File: src/assert_macros.svh
// Assertion macros used by the update master core.
`ifndef ASSERT_MACROS_SVH
`define ASSERT_MACROS_SVH
`ifndef NO_ASSERTIONS
// Clocked check, held off while reset is asserted.
`define SDSUM_ASSERT(lbl, clk, rstn, prop) \
  lbl: assert property (@(posedge clk) disable iff (!(rstn)) (prop)) \
    else $error("assertion failed");
// Clocked check that also holds during reset.
`define SDSUM_ASSERT_ALWAYS(lbl, clk, prop) \
  lbl: assert property (@(posedge clk) (prop)) else $error("assertion failed");
`else
`define SDSUM_ASSERT(lbl, clk, rstn, prop)
`define SDSUM_ASSERT_ALWAYS(lbl, clk, prop)
`endif
`endif

File: src/sdsum_pkg.sv
// Package: types, codes and reset values of the segment display serial master.
`default_nettype none
package sdsum_pkg;

  localparam int DEF_MAX_DIGITS = 6;

  localparam int CFG_IDX_W  = 3;
  localparam int CFG_DATA_W = 16;

  localparam logic [CFG_IDX_W-1:0] REG_BIT_DELAY  = 3'd0;
  localparam logic [CFG_IDX_W-1:0] REG_BRIGHTNESS = 3'd1;
  localparam logic [CFG_IDX_W-1:0] REG_DISP_EN    = 3'd2;
  localparam logic [CFG_IDX_W-1:0] REG_DATA_CMD   = 3'd3;
  localparam logic [CFG_IDX_W-1:0] REG_ADDR_BASE  = 3'd4;
  localparam logic [CFG_IDX_W-1:0] REG_DISP_BASE  = 3'd5;

  localparam logic [15:0] RST_BIT_DELAY  = 16'd1;
  localparam logic [2:0]  RST_BRIGHTNESS = 3'd7;
  localparam logic        RST_DISP_EN    = 1'b1;
  localparam logic [7:0]  RST_DATA_CMD   = 8'h40;
  localparam logic [7:0]  RST_ADDR_BASE  = 8'hC0;
  localparam logic [7:0]  RST_DISP_BASE  = 8'h80;

  localparam logic [3:0] BITS_PER_BYTE = 4'd8;

  typedef enum logic [1:0] {
    ACT_TICK  = 2'd0,
    ACT_LOAD  = 2'd1,
    ACT_START = 2'd2,
    ACT_NONE  = 2'd3
  } action_t;

  typedef enum logic [4:0] {
    PH_IDLE,
    PH_START,
    PH_BCLKLO,
    PH_BDATA,
    PH_BCLKHI,
    PH_ACLKLO,
    PH_ACLKHI,
    PH_ASAMPLE,
    PH_ACLKLO2,
    PH_PDATLO,
    PH_PCLKHI,
    PH_PDATREL,
    PH_FINISH
  } phase_t;

endpackage
`default_nettype wire

File: src/segment_display_serial_update_master_core.sv
// Top level: two-wire LSB-first segment display update master with ack sampling.
//
// Usage:
//   in_*   : one beat per tick, digit load or start request (action in in_tuser).
//   out_*  : exactly one result beat per input beat, in order. out_tdata carries
//            the open-drain pull-downs, busy and the last ack level; out_tlast
//            marks the tick on which the final stop wait expires.
//   cfg_*  : register writes (index, data), always ready; write only when idle.
// A result is registered and appears in the cycle after its input beat is taken.
// Throughput: one beat per cycle unless a held result stalls the input; the phase
//   machine, counters and command formation are combinational between the input and the result register.
// A bus step happens on a tick beat once the delay counter has run down.
// Reset: bus released, sequencer idle, ack level 1, registers at defaults.
//   The digit buffer is not cleared; load every slot that an update will send.
// Stall: a held result keeps its value; in_tready drops only while the result
//   register is full and out_tready is low.
`default_nettype none
`include "assert_macros.svh"
module segment_display_serial_update_master_core
  import sdsum_pkg::*;
#(
  parameter int MAX_DIGITS = DEF_MAX_DIGITS
) (
  input  wire logic                  clk,
  input  wire logic                  rst_n,
  input  wire logic                  in_tvalid,
  output      logic                  in_tready,
  // [7:0] digit_value, [10:8] digit_slot, [13:11] update_length,
  // [15:14] update_position, [16] dio_sense, [23:17] zero
  input  wire logic [23:0]           in_tdata,
  // [1:0] action
  input  wire logic [1:0]            in_tuser,
  output      logic                  out_tvalid,
  input  wire logic                  out_tready,
  // [0] clock_pull_low, [1] data_pull_low, [2] busy_res, [3] last_ack_level,
  // [7:4] zero
  output      logic [7:0]            out_tdata,
  // update_done
  output      logic                  out_tlast,
  input  wire logic                  cfg_valid,
  output      logic                  cfg_ready,
  input  wire logic [CFG_IDX_W-1:0]  cfg_index,
  input  wire logic [CFG_DATA_W-1:0] cfg_data
);

  localparam int IDX_W = (MAX_DIGITS > 1) ? $clog2(MAX_DIGITS) : 1;
  localparam logic [3:0] MAX_CNT = 4'(MAX_DIGITS);

  // configuration
  logic [15:0] bit_delay_r;
  logic [2:0]  bright_r;
  logic        disp_en_r;
  logic [7:0]  data_cmd_r;
  logic [7:0]  addr_base_r;
  logic [7:0]  disp_base_r;

  // sequencer state
  phase_t      phase_r, phase_nxt;
  logic [1:0]  frame_r, frame_nxt;
  logic [2:0]  byte_cnt_r, byte_cnt_nxt;
  logic [3:0]  bit_cnt_r, bit_cnt_nxt;
  logic [7:0]  shift_r, shift_nxt;
  logic [15:0] delay_r, delay_nxt;
  logic        clk_low_r, clk_low_nxt;
  logic        dat_low_r, dat_low_nxt;
  logic        ack_r, ack_nxt;
  logic [2:0]  len_r, len_nxt;
  logic [1:0]  pos_r, pos_nxt;
  logic [7:0]  digit_buf_r [MAX_DIGITS];

  // result register
  logic        out_valid_r;
  logic [3:0]  out_bits_r;
  logic        out_done_r;
  logic        done_nxt;

  // input fields
  action_t     act;
  logic [7:0]  in_digit;
  logic [2:0]  in_slot;
  logic [2:0]  in_len;
  logic [1:0]  in_pos;
  logic        in_sense;

  logic        in_acc;
  logic        busy;
  logic        tick;
  logic        step;
  logic        finish;
  logic [3:0]  bit_inc;
  logic        more_digits;
  logic [7:0]  digit_rd;
  logic [7:0]  next_cmd;

  assign act      = action_t'(in_tuser);
  assign in_digit = in_tdata[7:0];
  assign in_slot  = in_tdata[10:8];
  assign in_len   = in_tdata[13:11];
  assign in_pos   = in_tdata[15:14];
  assign in_sense = in_tdata[16];

  assign in_tready = !out_valid_r || out_tready;
  assign in_acc    = in_tvalid && in_tready;
  assign cfg_ready = 1'b1;

  assign busy    = (phase_r != PH_IDLE);
  assign tick    = in_acc && (act == ACT_TICK) && busy && (delay_r == 16'd0);
  assign finish  = tick && (phase_r == PH_FINISH);
  assign step    = tick && (phase_r != PH_FINISH);
  assign bit_inc = bit_cnt_r + 4'd1;
  assign more_digits = (frame_r == 2'd1) && (byte_cnt_r < len_r) &&
                       ({1'b0, byte_cnt_r} < MAX_CNT);
  assign digit_rd = digit_buf_r[byte_cnt_r[IDX_W-1:0]];

  // command for the frame that follows the current one
  always_comb begin
    if (frame_r == 2'd0) begin
      next_cmd = addr_base_r + {6'd0, pos_r};
    end else begin
      next_cmd = disp_base_r + {4'd0, disp_en_r, bright_r};
    end
  end

  // next phase
  always_comb begin
    phase_nxt = phase_r;
    if (in_acc && (act == ACT_START) && !busy) begin
      phase_nxt = PH_START;
    end else if (finish) begin
      phase_nxt = PH_IDLE;
    end else if (step) begin
      case (phase_r)
        PH_START:   phase_nxt = PH_BCLKLO;
        PH_BCLKLO:  phase_nxt = PH_BDATA;
        PH_BDATA:   phase_nxt = PH_BCLKHI;
        PH_BCLKHI:  phase_nxt = (bit_inc >= BITS_PER_BYTE) ? PH_ACLKLO : PH_BCLKLO;
        PH_ACLKLO:  phase_nxt = PH_ACLKHI;
        PH_ACLKHI:  phase_nxt = PH_ASAMPLE;
        PH_ASAMPLE: phase_nxt = PH_ACLKLO2;
        PH_ACLKLO2: phase_nxt = more_digits ? PH_BCLKLO : PH_PDATLO;
        PH_PDATLO:  phase_nxt = PH_PCLKHI;
        PH_PCLKHI:  phase_nxt = PH_PDATREL;
        PH_PDATREL: phase_nxt = (frame_r < 2'd2) ? PH_START : PH_FINISH;
        default:    phase_nxt = PH_IDLE;
      endcase
    end
  end

  // datapath and pin drive
  always_comb begin
    frame_nxt    = frame_r;
    byte_cnt_nxt = byte_cnt_r;
    bit_cnt_nxt  = bit_cnt_r;
    shift_nxt    = shift_r;
    delay_nxt    = delay_r;
    clk_low_nxt  = clk_low_r;
    dat_low_nxt  = dat_low_r;
    ack_nxt      = ack_r;
    len_nxt      = len_r;
    pos_nxt      = pos_r;
    done_nxt     = 1'b0;
    if (in_acc && (act == ACT_START) && !busy) begin
      len_nxt      = ({1'b0, in_len} > MAX_CNT) ? MAX_CNT[2:0] : in_len;
      pos_nxt      = in_pos;
      frame_nxt    = 2'd0;
      byte_cnt_nxt = 3'd0;
      bit_cnt_nxt  = 4'd0;
      shift_nxt    = data_cmd_r;
      delay_nxt    = 16'd0;
    end else if (in_acc && (act == ACT_TICK) && busy && (delay_r != 16'd0)) begin
      delay_nxt = delay_r - 16'd1;
    end else if (finish) begin
      done_nxt = 1'b1;
    end else if (step) begin
      delay_nxt = bit_delay_r;
      case (phase_r)
        PH_START: begin
          dat_low_nxt = 1'b1;
          bit_cnt_nxt = 4'd0;
        end
        PH_BCLKLO: clk_low_nxt = 1'b1;
        PH_BDATA:  dat_low_nxt = !shift_r[0];
        PH_BCLKHI: begin
          clk_low_nxt = 1'b0;
          shift_nxt   = {1'b0, shift_r[7:1]};
          bit_cnt_nxt = bit_inc;
        end
        PH_ACLKLO: begin
          clk_low_nxt = 1'b1;
          dat_low_nxt = 1'b0;
        end
        PH_ACLKHI: clk_low_nxt = 1'b0;
        PH_ASAMPLE: begin
          ack_nxt = in_sense;
          if (!in_sense) begin
            dat_low_nxt = 1'b1;
          end
        end
        PH_ACLKLO2: begin
          clk_low_nxt = 1'b1;
          if (more_digits) begin
            shift_nxt    = digit_rd;
            byte_cnt_nxt = byte_cnt_r + 3'd1;
            bit_cnt_nxt  = 4'd0;
          end
        end
        PH_PDATLO: dat_low_nxt = 1'b1;
        PH_PCLKHI: clk_low_nxt = 1'b0;
        PH_PDATREL: begin
          dat_low_nxt = 1'b0;
          if (frame_r < 2'd2) begin
            frame_nxt = frame_r + 2'd1;
            shift_nxt = next_cmd;
          end
        end
        default: ;
      endcase
    end
  end

  always_ff @(posedge clk) begin
    if (!rst_n) begin
      bit_delay_r <= RST_BIT_DELAY;
      bright_r    <= RST_BRIGHTNESS;
      disp_en_r   <= RST_DISP_EN;
      data_cmd_r  <= RST_DATA_CMD;
      addr_base_r <= RST_ADDR_BASE;
      disp_base_r <= RST_DISP_BASE;
    end else if (cfg_valid && cfg_ready) begin
      case (cfg_index)
        REG_BIT_DELAY:  bit_delay_r <= cfg_data;
        REG_BRIGHTNESS: bright_r    <= cfg_data[2:0];
        REG_DISP_EN:    disp_en_r   <= cfg_data[0];
        REG_DATA_CMD:   data_cmd_r  <= cfg_data[7:0];
        REG_ADDR_BASE:  addr_base_r <= cfg_data[7:0];
        REG_DISP_BASE:  disp_base_r <= cfg_data[7:0];
        default: ;
      endcase
    end
  end

  always_ff @(posedge clk) begin
    if (!rst_n) begin
      phase_r    <= PH_IDLE;
      frame_r    <= 2'd0;
      byte_cnt_r <= 3'd0;
      bit_cnt_r  <= 4'd0;
      shift_r    <= 8'd0;
      delay_r    <= 16'd0;
      clk_low_r  <= 1'b0;
      dat_low_r  <= 1'b0;
      ack_r      <= 1'b1;
      len_r      <= 3'd0;
      pos_r      <= 2'd0;
    end else begin
      phase_r    <= phase_nxt;
      frame_r    <= frame_nxt;
      byte_cnt_r <= byte_cnt_nxt;
      bit_cnt_r  <= bit_cnt_nxt;
      shift_r    <= shift_nxt;
      delay_r    <= delay_nxt;
      clk_low_r  <= clk_low_nxt;
      dat_low_r  <= dat_low_nxt;
      ack_r      <= ack_nxt;
      len_r      <= len_nxt;
      pos_r      <= pos_nxt;
    end
  end

  // digit buffer, no reset
  always_ff @(posedge clk) begin
    if (in_acc && (act == ACT_LOAD) && ({1'b0, in_slot} < MAX_CNT)) begin
      digit_buf_r[in_slot[IDX_W-1:0]] <= in_digit;
    end
  end

  // result register
  always_ff @(posedge clk) begin
    if (!rst_n) begin
      out_valid_r <= 1'b0;
    end else if (in_acc) begin
      out_valid_r <= 1'b1;
    end else if (out_tready) begin
      out_valid_r <= 1'b0;
    end
  end

  always_ff @(posedge clk) begin
    if (in_acc) begin
      out_bits_r <= {ack_nxt, (phase_nxt != PH_IDLE), dat_low_nxt, clk_low_nxt};
      out_done_r <= done_nxt;
    end
  end

  assign out_tvalid = out_valid_r;
  assign out_tdata  = {4'd0, out_bits_r};
  assign out_tlast  = out_done_r;

  `SDSUM_ASSERT(a_stall_blocks_input, clk, rst_n, (out_valid_r && !out_tready) |-> !in_tready)
  `SDSUM_ASSERT(a_idle_no_delay, clk, rst_n, (phase_r == PH_IDLE) |-> (delay_r == 16'd0))
  `SDSUM_ASSERT(a_bit_cnt_range, clk, rst_n, bit_cnt_r <= BITS_PER_BYTE)
  `SDSUM_ASSERT(a_done_not_busy, clk, rst_n, (out_valid_r && out_done_r) |-> !out_bits_r[2])
  `SDSUM_ASSERT(a_start_from_idle, clk, rst_n,
    (in_acc && (act == ACT_START) && (phase_r == PH_IDLE)) |=> (phase_r == PH_START))

endmodule
`default_nettype wire
File: config.mk
export PLATFORM = sky130hd
export DESIGN_NAME = segment_display_serial_update_master_core
export DESIGN_NICKNAME = d
export VERILOG_FILES = /design/src/sdsum_pkg.sv /design/src/segment_display_serial_update_master_core.sv
export VERILOG_INCLUDE_DIRS = /design/src /design/src/src
export SDC_FILE = /design/constraint.sdc
export NUM_CORES = 1
export LEC_CHECK = 0
export BUFFER_PORTS_ARGS = -buffer_cell sky130_fd_sc_hd__buf_2
export CAP_MARGIN = 0
export CELL_PAD_IN_SITES_DETAIL_PLACEMENT = 1
export CELL_PAD_IN_SITES_GLOBAL_PLACEMENT = 2
export CORE_MARGIN = 2
export CORE_UTILIZATION = 39
export CTS_BUF_LIST = sky130_fd_sc_hd__clkbuf_8
export DETAILED_ROUTE_END_ITERATION = 7
export GPL_TIMING_DRIVEN = 0
export HOLD_SLACK_MARGIN = 0.02
export PLACE_DENSITY_LB_ADDON = 0.1
export SLEW_MARGIN = 20
export SYNTH_ARGS = -nofsm -noshare
export SYNTH_HDL_FRONTEND = slang
export SYNTH_SLANG_ARGS = --single-unit
File: constraint.sdc
create_clock -name clk -period 3.57 [get_ports clk]
set_clock_uncertainty 0.2 [all_clocks]
set_input_delay 0.8925 -clock clk [delete_from_list [all_inputs] [get_ports clk]]
set_output_delay 0.8925 -clock clk [all_outputs]
set_load 0.01 [all_outputs]
==> impl_metrics.env, run 1 <==
export IMPL_status="finished, final reports clean"
export IMPL_drt_wl_total_mm=19.8
export IMPL_grt_pass1_wl_mm=31.5
export IMPL_yosysUniqueCellTypes=66
export IMPL_critPathBufInv=2
export IMPL_synth_warnings=0
export IMPL_insertion_delay_ns=0.48
export IMPL_drv_cap=0
export IMPL_drcViolationCount=0
export IMPL_grt_usage_pct=22.4
export IMPL_timing_final_crit_share_pct=83.8
export IMPL_cts_root_buf="clkbuf_8"
export IMPL_cts_made_buffers=17
export IMPL_critPathLaunchType="flip-flop"
export IMPL_drv_slew=0
export IMPL_cellPowerDensity_mw_per_mm2=418
export IMPL_ys_ff_latch=147
export IMPL_core_mm2=0.0174
export IMPL_worstMarginPinSlew_ns=0.916
export IMPL_nets=850
export IMPL_cts_hold_buf=0
export IMPL_syn_avg_cell_area_um2=9.70
export IMPL_port_buffer_count=47
export IMPL_synthMuxAreaShare_pct=6.94
export IMPL_rows=48
export IMPL_hold_viol=0
export IMPL_path_depth=9
export IMPL_cts_tree="done"
export IMPL_critPathMaxStageDelay_ns=0.43
export IMPL_grt_ovfl_total=0
export IMPL_setup_viol=0
export IMPL_grt_start_max_net_pins=19
export IMPL_required_ns=3.58
export IMPL_synthXorXnorAreaFrac_pct=2.65
export IMPL_vias_per_cell=5.43
export IMPL_p_leak_nw=2.76
export IMPL_cp_slowest_cell="or4_1"
export IMPL_synth_simple_area_share_pct=19.8
export IMPL_crit_family="simple AND/OR/NAND/NOR gates"
export IMPL_fin_cells=1022
export IMPL_synth_edf_count=53
export IMPL_avgRoutedWirePerCell_um=19.3
export IMPL_antenna_cells=0
export IMPL_synth_top_area_cell="dfxtp_1"
export IMPL_rr_worst_depth=9
export IMPL_area_growth_pct=14.0
export IMPL_synth_compound_area_share_pct=13.7
export IMPL_synth_top_area_share_pct=27.2
export IMPL_synth_top_family_by_area="simple AND/OR/NAND/NOR gates"
export IMPL_ioPinCount=62
export IMPL_antenna_found_initial=0
export IMPL_drt_initial_drc_count=256
export IMPL_ant_nets=0
export IMPL_ir_drop_uv=320
export IMPL_fin_crit_ns=2.99
export IMPL_synth_fa_ha_area_share_pct=3.11
export IMPL_async_flop_share_pct=0
export IMPL_cts_setup_buffers=0
export IMPL_dpl_cell_area_mm2=0.00748
export IMPL_grt_setup_unrepaired="false"
export IMPL_drtPass1Iterations=4
export IMPL_die_y_um=137
export IMPL_slew_headroom_pct=38.8
export IMPL_ctsResizeCount=0
export IMPL_critPathKind="reg2reg"
export IMPL_layout_drive_gt1_share_pct=15.6
export IMPL_start_util_pct=39.9
export IMPL_place_inst=990
export IMPL_ys_flop_type="dfxtp_1"
export IMPL_crit_arrival_ns=3.00
export IMPL_netlist_instances=714
export IMPL_seq_area_frac_synth_pct=50.1
export IMPL_cts_sinks=147
export IMPL_min_path_type="reg2reg"
export IMPL_dp_hpwl_mm=14.6
export IMPL_fp_dieArea_mm2=0.0188
export IMPL_clk_path_buf_depth=2
export IMPL_fin_area_mm2=0.00790
export IMPL_min_path_cells=2
export IMPL_finalWeightedCongestion=0.846
export IMPL_cts_max_level=4
export IMPL_max_freq_mhz=334
export IMPL_whs_ns=0.260
export IMPL_worstPathCellList="inv_1 > ha_1 > nor4b_1 > and4_1 > buf_4 > nand3_1 > a21o_1 > a221o_1 > or4_1"
export IMPL_cp_end_kind="flip-flop"
export IMPL_die_width_um=137
export IMPL_netlist_area_mm2=0.00693
export IMPL_synthTopCellsByArea="dfxtp_1, edfxtp_1, nand2_1, a21oi_1, mux2i_1"
export IMPL_critPathMaxFanout=9
export IMPL_grt_pass1_vias=5847
export IMPL_cts_clk_slew_worst_paths_ns=0.10
export IMPL_vias=5553
## synth_stat cells (3+ instances only)
cell / count
nand2_1: 115
dfxtp_1: 94
a21oi_1: 67
edfxtp_1: 53
nor2_1: 51
clkbuf_1: 29
nand3_1: 28
o21ai_0: 28
mux2i_1: 21
nor3_1: 21
inv_1: 15
ha_1: 14
xor2_1: 12
a211oi_1: 9
xnor2_1: 9
and2_1: 8
mux4_2: 8
mux2_2: 7
nand2b_1: 7
and3_1: 6
buf_4: 6
a221oi_1: 5
a311oi_1: 5
buf_2: 5
nand4b_1: 5
nor2b_1: 5
nor4_1: 5
or2_2: 5
a21o_1: 4
a221o_1: 4
a22o_1: 4
nor3b_1: 4
o211ai_1: 4
o21a_1: 4
o31ai_1: 4
or3_1: 4
or4_1: 4
nand3b_1: 3
## where the power goes
part           switching [mW]  internal, mW  total [mW]  leakage [nW]
clock                   0.792         0.538        1.33         0.205
sequential             0.0152          1.75        1.77          1.24
combinational           0.130        0.0693       0.200          1.32
total                   0.938          2.36        3.30          2.76
## sequential cells by signal (all words and copies together) (netlist names), named ones only
signal       cells
len_r            3
bit_delay_r     16
dat_low_r        1
out_bits_r       4
disp_en_r        1
digit_buf_r     48
phase_r          5
addr_base_r      8
data_cmd_r       8
out_tvalid       1
disp_base_r      8
ack_r            1
byte_cnt_r       3
bit_cnt_r        4
shift_r          8
bright_r         3
clk_low_r        1
delay_r         16
out_tlast        1
pos_r            2
frame_r          2
## path summary, 6_finish.rpt
| check | slack (ns) | start | to |
|---|---|---|---|
| max reg2reg | 0.58 | delay_r[0]$_SDFFE_PP0P_ | out_bits_r[2]$_DFFE_PP_ |
| min reg2reg | 0.26 | bit_delay_r[2]$_SDFFE_PN0P_ | bit_delay_r[2]$_SDFFE_PN0P_ |
| min | 0.26 | bit_delay_r[2]$_SDFFE_PN0P_ | bit_delay_r[2]$_SDFFE_PN0P_ |
| max | 0.58 | delay_r[0]$_SDFFE_PP0P_ | out_bits_r[2]$_DFFE_PP_ |
## cell usage in the layout (no fill, tap or decap), types with 4 or more instances in the layout
master and instances:
nor2b_1 5, xnor2_1 9, nand3_1 28, edfxtp_1 53, a311oi_1 5, o211ai_1 4
a221o_1 4, mux4_2 8, dfxtp_1 94, a21o_1 4, or2_2 5, mux2_2 7
mux2i_1 21, nand2_1 115, nand2b_1 7, nor4_2 4, xor2_1 12, inv_1 15
or4_1 4, nor2_1 51, clkbuf_8 17, buf_4 6, conb_1 5, a21oi_1 67
inv_8 8, o21a_1 4, ha_1 14, and3_1 6, and2_1 8, or3_1 4
clkbuf_1 29, o21ai_0 28, a22o_1 4, a221oi_1 5, a211oi_1 9, nand4b_1 5
buf_2 53, nor3_1 20, o31ai_1 4
## kinds of logic after synthesis
family,count (synthesis)
compound gates,150
xor+xnor,21
fa+ha+maj,16
buf+inv,57
flops,147
mux,37
other cells,2
simple gates,284
## routing by layer
| layer | vias to the layer above | global-route usage [%] | part of all wire (%) |
|---|---|---|---|
| li1 | 2707 | - | - |
| met1 | 2754 | 28.5 | 45 |
| met4 | 0 | 7.04 | 1.2 |
| met5 | - | 0 | 0 |
| met2 | 76 | 38.4 | 50 |
| met3 | 16 | 4.12 | 3.2 |
## through the flow
| step | setup WS (ns) | power [mW] | util (%) | setup TNS, ns |
|---|---|---|---|---|
| after global routing | 0.452 | 3.44 | 45.5 | 0 |
| final | 0.577 | 3.30 | 45.5 | 0 |
| after global placement | -0.109 | 2.00 | 43.0 | -0.869 |
| after CTS | 0.423 | 3.34 | 45.5 | 0 |
| after floorplan | 0.631 | 1.91 | - | 0 |
| after detailed placement | 0.144 | 2.01 | 43.1 | 0 |
## layout make-up
cell class	count	area (um^2)
fillers	1987	9460
plain buffers	41	183
inverters	16	60.1
flip-flops and latches	147	3470
clock buffers	17	234
well taps	225	282
clock inverters	15	173
repair buffers	48	240
multi-input cells	513	3250
## worst reg2reg max path, cell delays in order (launching register included)
cell and delay (ns):
dfxtp_1 0.35, inv_1 0.11, ha_1 0.15, nor4b_1 0.25, and4_1 0.23, buf_4 0.17, nand3_1 0.31, a21o_1 0.29
a221o_1 0.25, or4_1 0.43
No activity file was read; power rests on OpenSTA's default activity.
==> run 2, diff against run 1 <==
--- a/config.mk
+++ b/config.mk
@@ -6,12 +6,13 @@
 export SDC_FILE = /design/constraint.sdc
 export NUM_CORES = 1
 export LEC_CHECK = 0
+export ABC_AREA = 1
 export BUFFER_PORTS_ARGS = -buffer_cell sky130_fd_sc_hd__buf_2
 export CAP_MARGIN = 0
 export CELL_PAD_IN_SITES_DETAIL_PLACEMENT = 1
 export CELL_PAD_IN_SITES_GLOBAL_PLACEMENT = 2
 export CORE_MARGIN = 2
-export CORE_UTILIZATION = 39
+export CORE_UTILIZATION = 37
 export CTS_BUF_LIST = sky130_fd_sc_hd__clkbuf_8
 export DETAILED_ROUTE_END_ITERATION = 7
 export GPL_TIMING_DRIVEN = 0
==> constraint.sdc (replaced) <==
create_clock -name clk -period 3 [get_ports clk]
set_clock_uncertainty 0.2 [all_clocks]
set_input_delay 0.75 -clock clk [delete_from_list [all_inputs] [get_ports clk]]
set_output_delay 0.75 -clock clk [all_outputs]
set_load 0.01 [all_outputs]
==> run 2 against run 1 <==
Synthesized cell count grew 32%. Via count grew 14%. Critical path depth grew 1. Die area grew 11%.
==> impl_metrics.env, run 2 <==
export IMPL_netlist_area_mm2=0.00729
export IMPL_cts_sinks=147
export IMPL_worstMarginPinSlew_ns=0.934
export IMPL_synth_top_area_cell="dfxtp_1"
export IMPL_crit_family="buffers and inverters"
export IMPL_whs_ns=0.248
export IMPL_finalWeightedCongestion=0.853
export IMPL_rr_worst_depth=10
export IMPL_vias_per_cell=4.90
export IMPL_start_util_pct=37.6
export IMPL_r2r_setup_slack_ns=0.38
export IMPL_antenna_cells=0
export IMPL_core_mm2=0.0194
export IMPL_cts_tree="done"
export IMPL_port_buffer_count=49
export IMPL_critPathMaxFanout=10
export IMPL_seq_area_frac_synth_pct=47.6
export IMPL_path_depth=10
export IMPL_antenna_found_initial=0
export IMPL_crit_arrival_ns=2.77
export IMPL_netlist_instances=940
export IMPL_clk_path_buf_depth=2
export IMPL_timing_rr_start="frame_r[1]$_SDFFE_PP0P_"
export IMPL_max_freq_mhz=382
export IMPL_cp_end_kind="flip-flop"
export IMPL_dp_hpwl_mm=15.8
export IMPL_critPathMaxStageDelay_ns=0.44
export IMPL_grt_pass1_vias=6242
export IMPL_cts_made_buffers=17
export IMPL_cellPowerDensity_mw_per_mm2=481
export IMPL_mostFrequentLayoutCells="nand2_1, nor2_1, o21ai_0"
export IMPL_final_fill_count=2457
export IMPL_ant_nets=0
export IMPL_fin_util_pct=42.7
export IMPL_ioPinCount=62
export IMPL_worstPathCellList="inv_1 > ha_1 > clkbuf_1 > inv_1 > o21ai_0 > o21ai_0 > a21oi_1 > nand2_1 > a21oi_1 > nor2_1"
export IMPL_critPathLaunchType="flip-flop"
export IMPL_multi_input_area_mm2=0.00329
export IMPL_reg2reg_to="shift_r[0]$_SDFFE_PN0P_"
export IMPL_slew_headroom_pct=37.5
export IMPL_ys_ff_latch=147
export IMPL_ir_drop_uv=259
export IMPL_drv_slew=0
export IMPL_startpoint="frame_r[1]$_SDFFE_PP0P_"
export IMPL_grt_start_max_net_pins=17
export IMPL_critPathBufInv=3
export IMPL_fin_area_mm2=0.00828
export IMPL_die_width_um=144
export IMPL_synth_warnings=0
export IMPL_drtPass1Iterations=4
export IMPL_yosysUniqueCellTypes=41
export IMPL_place_inst=1257
export IMPL_grt_setup_unrepaired="false"
export IMPL_ctsResizeCount=0
export IMPL_insertion_delay_ns=0.46
export IMPL_hold_viol=0
export IMPL_cp_slowest_cell="clkbuf_1"
export IMPL_drt_initial_drc_count=254
export IMPL_fp_dieArea_mm2=0.0208
export IMPL_synth_top_area_share_pct=25.8
export IMPL_fin_cells=1289
export IMPL_largest_register_ffs=48
export IMPL_cts_hold_buf=0
export IMPL_p_leak_nw=3.53
export IMPL_cts_clk_slew_worst_paths_ns=0.09
export IMPL_drv_cap=0
export IMPL_status="finished, final reports clean"
export IMPL_min_path_cells=2
export IMPL_ys_flop_type="dfxtp_1"
export IMPL_async_flop_share_pct=0
export IMPL_timing_final_crit_share_pct=87.3
export IMPL_setup_viol=0
export IMPL_cts_setup_buffers=0
export IMPL_drcViolationCount=0
export IMPL_grt_usage_pct=21.1
export IMPL_ys_top_cells_by_count="nand2_1, nor2_1, o21ai_0"
export IMPL_yosysMostFrequentCell="nand2_1"
export IMPL_rows=51
export IMPL_nets=1077
export IMPL_mostFrequentLayoutCell="nand2_1"
export IMPL_vias=6321
export IMPL_drt_wl_total_mm=20.8
export IMPL_dpl_cell_area_mm2=0.00788
export IMPL_cts_max_level=4
export IMPL_required_ns=3.15
export IMPL_layout_drive_gt1_share_pct=14.8
export IMPL_grt_pass1_wl_mm=33.4
export IMPL_fin_crit_ns=2.62
export IMPL_seqCellArea_mm2=0.00347
export IMPL_min_path_type="reg2reg"
export IMPL_avgRoutedWirePerCell_um=16.2
export IMPL_synth_edf_count=53
export IMPL_grt_ovfl_total=0
export IMPL_die_y_um=144
export IMPL_cts_root_buf="clkbuf_8"
export IMPL_syn_avg_cell_area_um2=7.76
export IMPL_area_growth_pct=13.5
export IMPL_cp_endpoint="shift_r[0]$_SDFFE_PN0P_"
export IMPL_synthTopCellsByArea="dfxtp_1, edfxtp_1, nand2_1, nor2_1, o21ai_0"
export IMPL_critPathKind="reg2reg"
## run 2: cell count changes in the layout (fill, tap and decap cells not counted), sizes merged, moves of 8 or more
| cell | previous run | this run |
|---|---|---|
| clkbuf | 46 | 30 |
| inv | 26 | 101 |
| mux2 | 8 | 0 |
| mux2i | 21 | 0 |
| mux4 | 8 | 0 |
| nand2 | 115 | 203 |
| nand3 | 29 | 52 |
| nor2 | 51 | 161 |
| o21ai | 29 | 105 |
## run 2: cell type report
type | instances | share of cell area (%)
Sequential cell | 147 | 42.0
Multi-Input combinational cell | 670 | 39.8
Inverter | 96 | 4.37
Tap cell | 265 | 4.01
Timing Repair Buffer | 49 | 2.96
Clock buffer | 17 | 2.83
Buffer | 30 | 2.13
Clock inverter | 15 | 1.98
## run 2: worst min path at each step
stage | from | to | slack, ns
3_5_place_dp | data_cmd_r[7]$_SDFFE_PN0P_ | data_cmd_r[7]$_SDFFE_PN0P_ | 0.24
3_3_place_gp | data_cmd_r[5]$_SDFFE_PN0P_ | data_cmd_r[5]$_SDFFE_PN0P_ | 0.24
2_1_floorplan | data_cmd_r[5]$_SDFFE_PN0P_ | data_cmd_r[5]$_SDFFE_PN0P_ | 0.22
5_1_grt | data_cmd_r[1]$_SDFFE_PN0P_ | data_cmd_r[1]$_SDFFE_PN0P_ | 0.28
4_1_cts | data_cmd_r[7]$_SDFFE_PN0P_ | data_cmd_r[7]$_SDFFE_PN0P_ | 0.25
6_report | data_cmd_r[7]$_SDFFE_PN0P_ | data_cmd_r[7]$_SDFFE_PN0P_ | 0.25
## run 2: where the power goes
part | internal, mW | switching [mW]
combinational | 0.0935 | 0.185
clock | 0.694 | 0.891
sequential | 2.10 | 0.0193
## run 2: cell families (layout without fill, tap and decap cells)
kind of cell    after synthesis  count (layout)  synth area share [%]
compound gates              190             190                  13.7
flops                       147             147                  47.6
other cells                   2               5                 0.103
buf+inv                     126             207                  7.38
fa+ha+maj                    16              16                  2.95
xor+xnor                     13              13                  1.56
simple gates                446             446                  26.7
## run 2: worst reg2reg max path, stage by stage, from the launching register on
cell and delay [ns]:
dfxtp_1 0.35, inv_1 0.16, ha_1 0.26, clkbuf_1 0.44, inv_1 0.26, o21ai_0 0.31, o21ai_0 0.16, a21oi_1 0.13
nand2_1 0.07, a21oi_1 0.14, nor2_1 0.05
## run 2: stage by stage
stage                     TNS, ns  power (mW)  setup slack, ns
final                           0        3.98            0.380
after global routing            0        4.14            0.175
after CTS                       0        4.02            0.349
after detailed placement    -2.76        2.44          -0.0862
after global placement     -0.951        2.44          -0.0506
after floorplan                 0        2.32            0.530
## run 2: per-layer routing
metal / up-vias / part of all wire (%) / GRT usage (%)
li1: 3232 / - / -
met1: 2976 / 50 / 29.3
met2: 92 / 46 / 34.6
met3: 21 / 2.6 / 3.05
met4: 0 / 1.2 / 5.57
met5: - / 0 / 0
